`config.mk`:
```
export PLATFORM = sky130hd
export DESIGN_NAME = telnet_stream_negotiator
export DESIGN_NICKNAME = d
export VERILOG_FILES = /design/src/hdl/tsn_pkg.sv /design/src/hdl/tsn_opt_mem.sv /design/src/hdl/tsn_parse.sv /design/src/hdl/tsn_emit.sv /design/src/hdl/telnet_stream_negotiator.sv
export SDC_FILE = /design/constraint.sdc
export NUM_CORES = 2
export LEC_CHECK = 0
export BUFFER_PORTS_ARGS = -buffer_cell sky130_fd_sc_hd__clkbuf_2
export CAP_MARGIN = 5
export CORE_UTILIZATION = 45
export DETAILED_ROUTE_END_ITERATION = 8
export SLEW_MARGIN = 15
export SYNTH_ARGS = -nofsm -noshare
export SYNTH_HDL_FRONTEND = slang
export SYNTH_SLANG_ARGS = --single-unit
```
`constraint.sdc`:
```
create_clock -name aclk -period 16.7 [get_ports aclk]
set_clock_uncertainty 0.15 [all_clocks]
set_input_delay 1.67 -clock aclk [delete_from_list [all_inputs] [get_ports aclk]]
set_output_delay 1.67 -clock aclk [all_outputs]
set_load 0.005 [all_outputs]
```
`src/hdl/tsn_pkg.sv`:
```
// Shared types and constants for the telnet stream negotiator.
// Used by the parser, option table, emitter and top level; no dependencies.
package tsn_pkg;

    // Default sizes handed to the top-level parameters
    localparam int OPTION_COUNT_DEF = 256;
    localparam int TERM_MAX_DEF     = 8;

    // Telnet command bytes
    localparam logic [7:0] B_SE   = 8'd240;
    localparam logic [7:0] B_SB   = 8'd250;
    localparam logic [7:0] B_WILL = 8'd251;
    localparam logic [7:0] B_WONT = 8'd252;
    localparam logic [7:0] B_DO   = 8'd253;
    localparam logic [7:0] B_DONT = 8'd254;
    localparam logic [7:0] B_IAC  = 8'd255;

    // Option numbers with special handling
    localparam logic [7:0] OPT_ECHO  = 8'd1;
    localparam logic [7:0] OPT_TTYPE = 8'd24;

    // Per-direction option states
    localparam logic [1:0] ST_CANT = 2'd0;
    localparam logic [1:0] ST_NO   = 2'd1;
    localparam logic [1:0] ST_YES  = 2'd2;

    // Configuration register indexes
    localparam logic [0:0] REG_TERM_TEXT   = 1'b0;
    localparam logic [0:0] REG_TERM_LENGTH = 1'b1;

    // Reset values of the configuration registers ("UNKNOWN", 7 characters)
    localparam logic [63:0] TERM_TEXT_RST   = 64'd22051046311022165;
    localparam logic [3:0]  TERM_LENGTH_RST = 4'd7;

    // Kinds of output job handed from the parser to the emitter
    typedef enum logic [1:0] {
        JOB_LOCAL = 2'd0,   // user byte to network, IAC doubled
        JOB_PASS  = 2'd1,   // network byte to local user
        JOB_OPT   = 2'd2,   // option command, reply decided from the table
        JOB_TTYPE = 2'd3    // terminal type answer
    } job_kind_t;

    typedef struct packed {
        job_kind_t  kind;
        logic [7:0] data;   // byte for LOCAL/PASS, command for OPT
        logic [7:0] opt;    // option number for OPT
    } job_t;

    // Option table read request
    typedef struct packed {
        logic       en;
        logic [7:0] idx;
    } mem_rd_t;

    // Option table write request; entry is {local state, remote state}
    typedef struct packed {
        logic       en;
        logic [7:0] idx;
        logic [3:0] entry;
    } mem_wr_t;

endpackage

```
`src/hdl/tsn_opt_mem.sv`:
```
// Option state table: synchronous memory with registered read.
// Valid bits give the reset contents; a same-edge write is forwarded. Uses tsn_pkg.
module tsn_opt_mem #(
    parameter int OPTION_COUNT = tsn_pkg::OPTION_COUNT_DEF
) (
    input  logic             aclk,
    input  logic             aresetn,
    input  tsn_pkg::mem_rd_t rd,
    input  tsn_pkg::mem_wr_t wr,
    output logic [3:0]       rd_data
);

    localparam int AW = (OPTION_COUNT > 1) ? $clog2(OPTION_COUNT) : 1;

    logic [3:0]              mem [OPTION_COUNT];
    logic [OPTION_COUNT-1:0] vld_reg;
    logic [3:0]              rd_data_reg;

    logic          rd_rng;
    logic          wr_rng;
    logic [AW-1:0] ra;
    logic [AW-1:0] wa;
    logic [3:0]    rst_entry;

    // Options beyond the table read as cant and are never stored
    assign rd_rng = {1'b0, rd.idx} < 9'(OPTION_COUNT);
    assign wr_rng = {1'b0, wr.idx} < 9'(OPTION_COUNT);
    assign ra     = rd.idx[AW-1:0];
    assign wa     = wr.idx[AW-1:0];

    // Contents of an entry never written since reset
    always_comb begin
        rst_entry = {tsn_pkg::ST_CANT, tsn_pkg::ST_CANT};
        if (rd.idx == tsn_pkg::OPT_ECHO) begin
            rst_entry = {tsn_pkg::ST_CANT, tsn_pkg::ST_NO};
        end else if (rd.idx == tsn_pkg::OPT_TTYPE) begin
            rst_entry = {tsn_pkg::ST_NO, tsn_pkg::ST_CANT};
        end
    end

    // Write port
    always_ff @(posedge aclk) begin
        if (wr.en && wr_rng) begin
            mem[wa] <= wr.entry;
        end
    end

    // Mark written entries; reset returns the whole table to its defaults
    always_ff @(posedge aclk) begin
        if (!aresetn) begin
            vld_reg <= '0;
        end else if (wr.en && wr_rng) begin
            vld_reg[wa] <= 1'b1;
        end
    end

    // Read port, forward a write to the same entry at the same edge
    always_ff @(posedge aclk) begin
        if (rd.en) begin
            if (!rd_rng) begin
                rd_data_reg <= {tsn_pkg::ST_CANT, tsn_pkg::ST_CANT};
            end else if (wr.en && wr.idx == rd.idx) begin
                rd_data_reg <= wr.entry;
            end else if (vld_reg[ra]) begin
                rd_data_reg <= mem[ra];
            end else begin
                rd_data_reg <= rst_entry;
            end
        end
    end

    assign rd_data = rd_data_reg;

endmodule

```
`src/hdl/tsn_parse.sv`:
```
// Receive-side command parser: five-phase state machine that turns accepted beats
// into output jobs and option table reads. Uses tsn_pkg.
module tsn_parse (
    input  logic              aclk,
    input  logic              aresetn,
    input  logic              accept,
    input  logic              mode,
    input  logic [7:0]        byte_in,
    output logic              job_vld,
    output tsn_pkg::job_t     job,
    output tsn_pkg::mem_rd_t  rd
);

    typedef enum logic [4:0] {
        PH_DATA    = 5'b00001,
        PH_CODE    = 5'b00010,
        PH_OPTION  = 5'b00100,
        PH_SUBPAR  = 5'b01000,
        PH_SUBCODE = 5'b10000
    } phase_t;

    phase_t     phase_reg, phase_next;
    logic [7:0] pend_reg, pend_next;
    logic [7:0] subopt_reg, subopt_next;

    logic is_neg_cmd;
    logic pend_is_neg;

    assign is_neg_cmd  = (byte_in == tsn_pkg::B_WILL) || (byte_in == tsn_pkg::B_WONT) ||
                         (byte_in == tsn_pkg::B_DO)   || (byte_in == tsn_pkg::B_DONT);
    assign pend_is_neg = (pend_reg == tsn_pkg::B_WILL) || (pend_reg == tsn_pkg::B_WONT) ||
                         (pend_reg == tsn_pkg::B_DO)   || (pend_reg == tsn_pkg::B_DONT);

    // Decode one beat
    always_comb begin
        phase_next  = phase_reg;
        pend_next   = pend_reg;
        subopt_next = subopt_reg;
        job_vld     = 1'b0;
        job.kind    = tsn_pkg::JOB_PASS;
        job.data    = byte_in;
        job.opt     = byte_in;
        rd.en       = 1'b0;
        rd.idx      = byte_in;
        if (accept) begin
            if (mode) begin
                job_vld  = 1'b1;
                job.kind = tsn_pkg::JOB_LOCAL;
            end else begin
                unique case (phase_reg)
                    PH_CODE: begin
                        if (byte_in == tsn_pkg::B_IAC) begin
                            job_vld    = 1'b1;
                            phase_next = PH_DATA;
                        end else if (byte_in == tsn_pkg::B_SB || is_neg_cmd) begin
                            pend_next  = byte_in;
                            phase_next = PH_OPTION;
                        end else begin
                            phase_next = PH_DATA;
                        end
                    end
                    PH_OPTION: begin
                        if (pend_reg == tsn_pkg::B_SB) begin
                            subopt_next = byte_in;
                            phase_next  = PH_SUBPAR;
                        end else begin
                            phase_next = PH_DATA;
                            if (pend_is_neg) begin
                                job_vld  = 1'b1;
                                job.kind = tsn_pkg::JOB_OPT;
                                job.data = pend_reg;
                                rd.en    = 1'b1;
                            end
                        end
                    end
                    PH_SUBPAR: begin
                        if (byte_in == tsn_pkg::B_IAC) begin
                            phase_next = PH_SUBCODE;
                        end
                    end
                    PH_SUBCODE: begin
                        if (byte_in == tsn_pkg::B_IAC) begin
                            phase_next = PH_SUBPAR;
                        end else begin
                            phase_next = PH_DATA;
                            if (byte_in == tsn_pkg::B_SE && subopt_reg == tsn_pkg::OPT_TTYPE) begin
                                job_vld  = 1'b1;
                                job.kind = tsn_pkg::JOB_TTYPE;
                            end
                        end
                    end
                    default: begin
                        if (byte_in == tsn_pkg::B_IAC) begin
                            phase_next = PH_CODE;
                        end else begin
                            job_vld    = 1'b1;
                            phase_next = PH_DATA;
                        end
                    end
                endcase
            end
        end
    end

    // Parser state
    always_ff @(posedge aclk) begin
        if (!aresetn) begin
            phase_reg  <= PH_DATA;
            pend_reg   <= '0;
            subopt_reg <= '0;
        end else begin
            phase_reg  <= phase_next;
            pend_reg   <= pend_next;
            subopt_reg <= subopt_next;
        end
    end

endmodule

```
`src/hdl/tsn_emit.sv`:
```
// Output sequencer: holds one job, resolves option replies against the table,
// writes the table back and drives the registered result channel. Uses tsn_pkg.
module tsn_emit #(
    parameter int TERM_MAX = tsn_pkg::TERM_MAX_DEF
) (
    input  logic              aclk,
    input  logic              aresetn,
    input  logic              load,
    input  tsn_pkg::job_t     job_in,
    output logic              ready,
    input  logic [3:0]        tbl_data,
    output tsn_pkg::mem_wr_t  wr,
    input  logic [63:0]       term_text,
    input  logic [3:0]        term_length,
    output logic              m_tvalid,
    input  logic              m_tready,
    output logic [7:0]        m_tdata,
    output logic [0:0]        m_tuser,
    output logic              m_tlast
);

    localparam logic [3:0] TERM_MAX_W = 4'(TERM_MAX);

    tsn_pkg::job_t job_reg;
    logic          job_vld_reg, job_vld_next;
    logic [3:0]    idx_reg, idx_next;
    logic          m_tvalid_reg, m_tvalid_next;
    logic [7:0]    m_tdata_reg;
    logic          m_tuser_reg;
    logic          m_tlast_reg;

    logic       reply;
    logic [7:0] reply_cmd;
    logic       tbl_wr;
    logic [3:0] tbl_entry;
    logic [3:0] len;
    logic [3:0] cnt;
    logic [3:0] txt_sel;
    logic       slot_free;
    logic       emit;
    logic       is_last;
    logic       done;
    logic [7:0] out_byte;
    logic [1:0] remote;
    logic [1:0] local_st;

    assign remote   = tbl_data[1:0];
    assign local_st = tbl_data[3:2];

    // Decide the reply and table update for an option command
    always_comb begin
        reply     = 1'b0;
        reply_cmd = tsn_pkg::B_DONT;
        tbl_wr    = 1'b0;
        tbl_entry = tbl_data;
        unique case (job_reg.data)
            tsn_pkg::B_WILL: begin
                if (remote == tsn_pkg::ST_CANT) begin
                    reply     = 1'b1;
                    reply_cmd = tsn_pkg::B_DONT;
                end else if (remote == tsn_pkg::ST_NO) begin
                    reply     = 1'b1;
                    reply_cmd = tsn_pkg::B_DO;
                    tbl_wr    = 1'b1;
                    tbl_entry = {local_st, tsn_pkg::ST_YES};
                end
            end
            tsn_pkg::B_WONT: begin
                if (remote[1]) begin
                    reply     = 1'b1;
                    reply_cmd = tsn_pkg::B_DONT;
                    tbl_wr    = 1'b1;
                    tbl_entry = {local_st, tsn_pkg::ST_NO};
                end
            end
            tsn_pkg::B_DO: begin
                if (local_st == tsn_pkg::ST_CANT) begin
                    reply     = 1'b1;
                    reply_cmd = tsn_pkg::B_WONT;
                end else if (local_st == tsn_pkg::ST_NO) begin
                    reply     = 1'b1;
                    reply_cmd = tsn_pkg::B_WILL;
                    tbl_wr    = 1'b1;
                    tbl_entry = {tsn_pkg::ST_YES, remote};
                end
            end
            tsn_pkg::B_DONT: begin
                if (local_st[1]) begin
                    reply     = 1'b1;
                    reply_cmd = tsn_pkg::B_WONT;
                    tbl_wr    = 1'b1;
                    tbl_entry = {tsn_pkg::ST_NO, remote};
                end
            end
            default: begin
                reply = 1'b0;
            end
        endcase
    end

    // Terminal text length, saturated
    assign len = (term_length > TERM_MAX_W) ? TERM_MAX_W : term_length;

    // Number of beats for the held job
    always_comb begin
        unique case (job_reg.kind)
            tsn_pkg::JOB_LOCAL: cnt = (job_reg.data == tsn_pkg::B_IAC) ? 4'd2 : 4'd1;
            tsn_pkg::JOB_PASS:  cnt = 4'd1;
            tsn_pkg::JOB_OPT:   cnt = reply ? 4'd3 : 4'd0;
            default:            cnt = 4'd6 + len;
        endcase
    end

    // Byte for the current beat
    assign txt_sel = idx_reg - 4'd4;
    always_comb begin
        out_byte = job_reg.data;
        unique case (job_reg.kind)
            tsn_pkg::JOB_OPT: begin
                if (idx_reg == 4'd0) begin
                    out_byte = tsn_pkg::B_IAC;
                end else if (idx_reg == 4'd1) begin
                    out_byte = reply_cmd;
                end else begin
                    out_byte = job_reg.opt;
                end
            end
            tsn_pkg::JOB_TTYPE: begin
                if (idx_reg == 4'd0) begin
                    out_byte = tsn_pkg::B_IAC;
                end else if (idx_reg == 4'd1) begin
                    out_byte = tsn_pkg::B_SB;
                end else if (idx_reg == 4'd2) begin
                    out_byte = tsn_pkg::OPT_TTYPE;
                end else if (idx_reg == 4'd3) begin
                    out_byte = 8'd0;
                end else if (txt_sel < len) begin
                    out_byte = term_text[{txt_sel[2:0], 3'b000} +: 8];
                end else if (txt_sel == len) begin
                    out_byte = tsn_pkg::B_IAC;
                end else begin
                    out_byte = tsn_pkg::B_SE;
                end
            end
            default: begin
                out_byte = job_reg.data;
            end
        endcase
    end

    // Beat flow control
    assign slot_free = !m_tvalid_reg || m_tready;
    assign emit      = job_vld_reg && (cnt != 4'd0) && slot_free;
    assign is_last   = (idx_reg == cnt - 4'd1);
    assign done      = job_vld_reg && ((cnt == 4'd0) || (slot_free && is_last));
    assign ready     = !job_vld_reg || done;

    // Write the table back once, as the option job retires
    assign wr.en    = done && (job_reg.kind == tsn_pkg::JOB_OPT) && tbl_wr;
    assign wr.idx   = job_reg.opt;
    assign wr.entry = tbl_entry;

    // Advance the job and beat index
    always_comb begin
        job_vld_next = job_vld_reg;
        idx_next     = idx_reg;
        if (load) begin
            job_vld_next = 1'b1;
            idx_next     = 4'd0;
        end else if (done) begin
            job_vld_next = 1'b0;
        end else if (emit) begin
            idx_next = idx_reg + 4'd1;
        end
    end

    always_ff @(posedge aclk) begin
        if (load) begin
            job_reg <= job_in;
        end
    end

    // Output register: hold while stalled, drop once taken
    always_comb begin
        m_tvalid_next = m_tvalid_reg;
        if (emit) begin
            m_tvalid_next = 1'b1;
        end else if (m_tready) begin
            m_tvalid_next = 1'b0;
        end
    end

    always_ff @(posedge aclk) begin
        if (emit) begin
            m_tdata_reg <= out_byte;
            m_tuser_reg <= (job_reg.kind != tsn_pkg::JOB_PASS);
            m_tlast_reg <= is_last;
        end
    end

    always_ff @(posedge aclk) begin
        if (!aresetn) begin
            job_vld_reg  <= 1'b0;
            idx_reg      <= '0;
            m_tvalid_reg <= 1'b0;
        end else begin
            job_vld_reg  <= job_vld_next;
            idx_reg      <= idx_next;
            m_tvalid_reg <= m_tvalid_next;
        end
    end

    assign m_tvalid   = m_tvalid_reg;
    assign m_tdata    = m_tdata_reg;
    assign m_tuser[0] = m_tuser_reg;
    assign m_tlast    = m_tlast_reg;

endmodule

```
`src/hdl/telnet_stream_negotiator.sv`:
```
// Telnet stream negotiator. Jobs wait in the job register; result beats go through the
// output register. One input beat per cycle while the job register is free; an item
// with more than one result beat holds the input until its last beat is emitted
// (option replies 3 beats, terminal type answer 6 plus text length). Items with no
// result never hold the input. Reset: synchronous, active low; clears parser, job and
// output state and the option table valid bits, with no clearing pass.
module telnet_stream_negotiator #(
    parameter int OPTION_COUNT = tsn_pkg::OPTION_COUNT_DEF,
    parameter int TERM_MAX     = tsn_pkg::TERM_MAX_DEF
) (
    input  logic        aclk,
    input  logic        aresetn,
    input  logic        s_tvalid,
    output logic        s_tready,
    input  logic [7:0]  s_tdata,    // [7:0] data_byte
    input  logic [0:0]  s_tuser,    // [0] mode
    output logic        m_tvalid,
    input  logic        m_tready,
    output logic [7:0]  m_tdata,    // [7:0] out_byte
    output logic [0:0]  m_tuser,    // [0] to_network
    output logic        m_tlast,
    input  logic        cfg_we,
    input  logic [0:0]  cfg_index,
    input  logic [63:0] cfg_wdata
);

    logic             accept;
    logic             job_vld;
    tsn_pkg::job_t    job;
    tsn_pkg::mem_rd_t rd;
    tsn_pkg::mem_wr_t wr;
    logic [3:0]       tbl_data;
    logic             emit_ready;

    logic [63:0] term_text_reg, term_text_next;
    logic [3:0]  term_length_reg, term_length_next;

    assign s_tready = emit_ready;
    assign accept   = s_tvalid && s_tready;

    // Configuration writes
    always_comb begin
        term_text_next   = term_text_reg;
        term_length_next = term_length_reg;
        if (cfg_we) begin
            unique case (cfg_index)
                tsn_pkg::REG_TERM_TEXT:   term_text_next   = cfg_wdata;
                tsn_pkg::REG_TERM_LENGTH: term_length_next = cfg_wdata[3:0];
                default:                  term_text_next   = term_text_reg;
            endcase
        end
    end

    always_ff @(posedge aclk) begin
        if (!aresetn) begin
            term_text_reg   <= tsn_pkg::TERM_TEXT_RST;
            term_length_reg <= tsn_pkg::TERM_LENGTH_RST;
        end else begin
            term_text_reg   <= term_text_next;
            term_length_reg <= term_length_next;
        end
    end

    tsn_parse u_parse (
        .aclk    (aclk),
        .aresetn (aresetn),
        .accept  (accept),
        .mode    (s_tuser[0]),
        .byte_in (s_tdata),
        .job_vld (job_vld),
        .job     (job),
        .rd      (rd)
    );

    tsn_opt_mem #(
        .OPTION_COUNT (OPTION_COUNT)
    ) u_opt_mem (
        .aclk    (aclk),
        .aresetn (aresetn),
        .rd      (rd),
        .wr      (wr),
        .rd_data (tbl_data)
    );

    tsn_emit #(
        .TERM_MAX (TERM_MAX)
    ) u_emit (
        .aclk        (aclk),
        .aresetn     (aresetn),
        .load        (job_vld),
        .job_in      (job),
        .ready       (emit_ready),
        .tbl_data    (tbl_data),
        .wr          (wr),
        .term_text   (term_text_reg),
        .term_length (term_length_reg),
        .m_tvalid    (m_tvalid),
        .m_tready    (m_tready),
        .m_tdata     (m_tdata),
        .m_tuser     (m_tuser),
        .m_tlast     (m_tlast)
    );

endmodule

```
==> qor.yml <==
status: "complete, but fails checks"
violations: "design-rule violations"
fillers: 10300
grt_antenna_before_repair: 6
slew_viol_final: 0
tightest_slew_ns: 1.19
arrival_ns: 6.66
critPathKind: "in -> reg"
syn-instance-count: 3745
overflow: 0
power.density_mw_per_mm2: 118
crit_path_end_kind: "flop"
ir_drop_uv: 110
io_pins: 91
avgViaCountPerCell: 5.94
clockBufferDepth: 3
yosysTopAreaCell: "edfxtp_1"
first_global_vias: 32000
largest_reg_flops: 1024
die_h_um: 356
postCtsHoldBufs: 0
synth_edf_count: 1056
ys_ff_latch: 1407
syn_nets: 3836
reg2reg_slack_ns: 10.90
clk_latency_ns: 0.77
r2r.worst_path.cells: 13
drt_drc_violations_left: 37
htree_levels: 4
maxCapViolCount: 0
finalSetupViolCount: 0
wl_met3_mm: 12.2
ys.flop_type: "edfxtp_1"
wl_mm: 146
rsz0062_at_grt: "false"
hold_viol: 0
synth.top_cell.area_share: 0.563
netlist_area_mm2: 0.0564
cts_root_buf: "clkbuf_16"
cp-startpoint: "s_tdata[1]"
syn_area_per_cell_um2: 15.1
post-route-period-util: 0.378
gp_congestion: 0.821
ctsResizeCount: 0
die_area_mm2: 0.127
antenna_left: 0
startpoint_type: "primary input"
async_flop_share: 0
synth-seq-area-share: 0.687
grt_max_degree: 190
wl_met1_mm: 61.7
cts.sinks: 1407
initial_core_util: 0.455
fin_crit_ns: 6.31
path_max_fanout: 72
setup_tns_ns: 0
num_rows: 129
drt_iter0_markers: 3458
layout.nets: 3844
ys_warn_count: 0
endpoint: "u_opt_mem.rd_data[0]$_DFFE_PP_"
met2WireLength_mm: 67.5
reg2reg_to: "u_opt_mem.mem[199][0]$_DFFE_PP_"
slew_headroom: 0.201
cts_tree: "done"
core-area_mm2: 0.124
grt_usage: 0.230
dp_hpwl_mm: 82.1
max_freq_ghz: 0.159
syn2layout_area_growth_pct: 12.0
layout-drive-gt1-share: 0.195
top_layer_used: "met5"
cp.required_ns: 17.05
placed_cell_area_mm2: 0.0583
rr_startpoint: "u_emit.job_reg[17]$_SDFFCE_PP0P_"
die_w_um: 356
grt_pass1_wl_mm: 215
fin_total_pwr_w: 0.00743
io_buffer_count: 90
clkTransAtPathRegs_ns: 0.06
postCtsSetupRepairBufs: 0
dr.pass1.iters: 9
final_core_util: 0.509
wl_per_cell_um: 26.4
cts-buffers-inserted: 147
hold_slack_ns: 0.299
synth_cell_types: 70
vias: 32700
leakage_nw: 20.1
hold_class: "reg -> reg"
postLayoutCellArea_mm2: 0.0631
ys_top_cells_by_area: "edfxtp_1, mux4_2, dfxtp_1"
antenna_cells: 0
[synthesized netlist by cell type, types with 13 or more instances]
cell type / n
nand3_1: 83
nor4_1: 18
buf_2: 69
mux2i_1: 45
buf_1: 15
buf_4: 20
nor2b_1: 26
a22oi_1: 129
o21ai_0: 280
nor2_1: 300
inv_1: 13
edfxtp_1: 1056
nand2_1: 457
a21oi_1: 114
dfxtp_1: 351
clkbuf_1: 180
nand2b_1: 28
nor3_1: 20
nand4_1: 27
xnor2_1: 16
mux4_2: 330
[metrics by stage]
stage	cells	setup slack (ns)
3_3_place_gp	5240	9.62
2_1_floorplan	3745	3.38
6_report	5510	10.39
3_5_place_dp	5240	9.72
4_1_cts	5509	10.49
5_1_grt	5510	10.08
[cell usage in the layout (no fill, tap or decap), types with 20 or more instances in the layout]
cell       instances
clkbuf_2          86
nand2b_1          27
nor2_1           299
a21oi_1          114
a22oi_1          129
o21ai_0          277
clkbuf_16        152
clkinv_2          33
buf_4             52
mux2i_1           45
dfxtp_1          351
clkbuf_1          21
nand3_1           77
edfxtp_1        1056
nand4_1           27
nor3_1            20
nor2b_1           23
nand2_1          448
mux4_2           330
[cell type report]
cell class / instances / area, um^2 / area share
Clock inverter: 89 / 887 / 0.0140
Timing Repair Buffer: 146 / 958 / 0.0152
Multi-Input combinational cell: 2036 / 16500 / 0.261
Clock buffer: 180 / 3980 / 0.0630
Inverter: 15 / 56.3 / 0.000892
Tap cell: 1637 / 2050 / 0.0324
Sequential cell: 1407 / 38700 / 0.613
[cells by family (layout without fill, tap and decap cells)]
kind of cell,Yosys count,after routing,share of synthesized area
muxes,383,383,0.142
DFF,1407,1407,0.687
AOI/OAI and AO/OA,609,609,0.0645
and+or+nand+nor,1013,1013,0.0776
adders and majority gates,12,12,0.00266
xor gates and xnor gates,19,19,0.00295
buffers and inverters,302,430,0.0234
[worst max-delay path, cell delays in order]
cell      delay [ns]
buf_8           0.51
buf_4           0.83
buf_4           0.69
buf_4           0.74
mux4_2          0.40
a22oi_1         0.28
a21oi_1         0.11
nor4_1          0.63
o22ai_1         0.33
o211ai_1        0.24
nand3_1         0.08
[how the worst min path moves through the flow]
stage                                   startpoint                             endpoint  slack (ns)  cells after the start
6_report       u_opt_mem.vld_reg[224]$_SDFFE_PN0N_  u_opt_mem.vld_reg[224]$_SDFFE_PN0N_        0.30                      2
5_1_grt             term_text_reg[20]$_SDFFE_PN0P_       term_text_reg[20]$_SDFFE_PN0P_        0.32                      2
4_1_cts         u_opt_mem.vld_reg[60]$_SDFFE_PN0N_   u_opt_mem.vld_reg[60]$_SDFFE_PN0N_        0.30                      2
3_5_place_dp   u_opt_mem.vld_reg[242]$_SDFFE_PN0N_  u_opt_mem.vld_reg[242]$_SDFFE_PN0N_        0.29                      2
3_3_place_gp   u_opt_mem.vld_reg[186]$_SDFFE_PN0N_  u_opt_mem.vld_reg[186]$_SDFFE_PN0N_        0.28                      2
2_1_floorplan  u_opt_mem.vld_reg[102]$_SDFFE_PN0N_  u_opt_mem.vld_reg[102]$_SDFFE_PN0N_        0.27                      2
[per-layer routing]
layer / global-route usage / vias up
li1: - / 14400
met1: 0.328 / 16800
met2: 0.351 / 1325
met3: 0.0521 / 253
met4: 0.0755 / 4
met5: 0 / -
[where the power goes]
part | leakage [nW] | internal [W] | switching [W]
clock | 2.37 | 0.00192 | 0.00138
sequential | 12.3 | 0.00374 | 0.0000157
combinational | 5.40 | 0.000129 | 0.000249
Power figures use the tool's default switching activity.
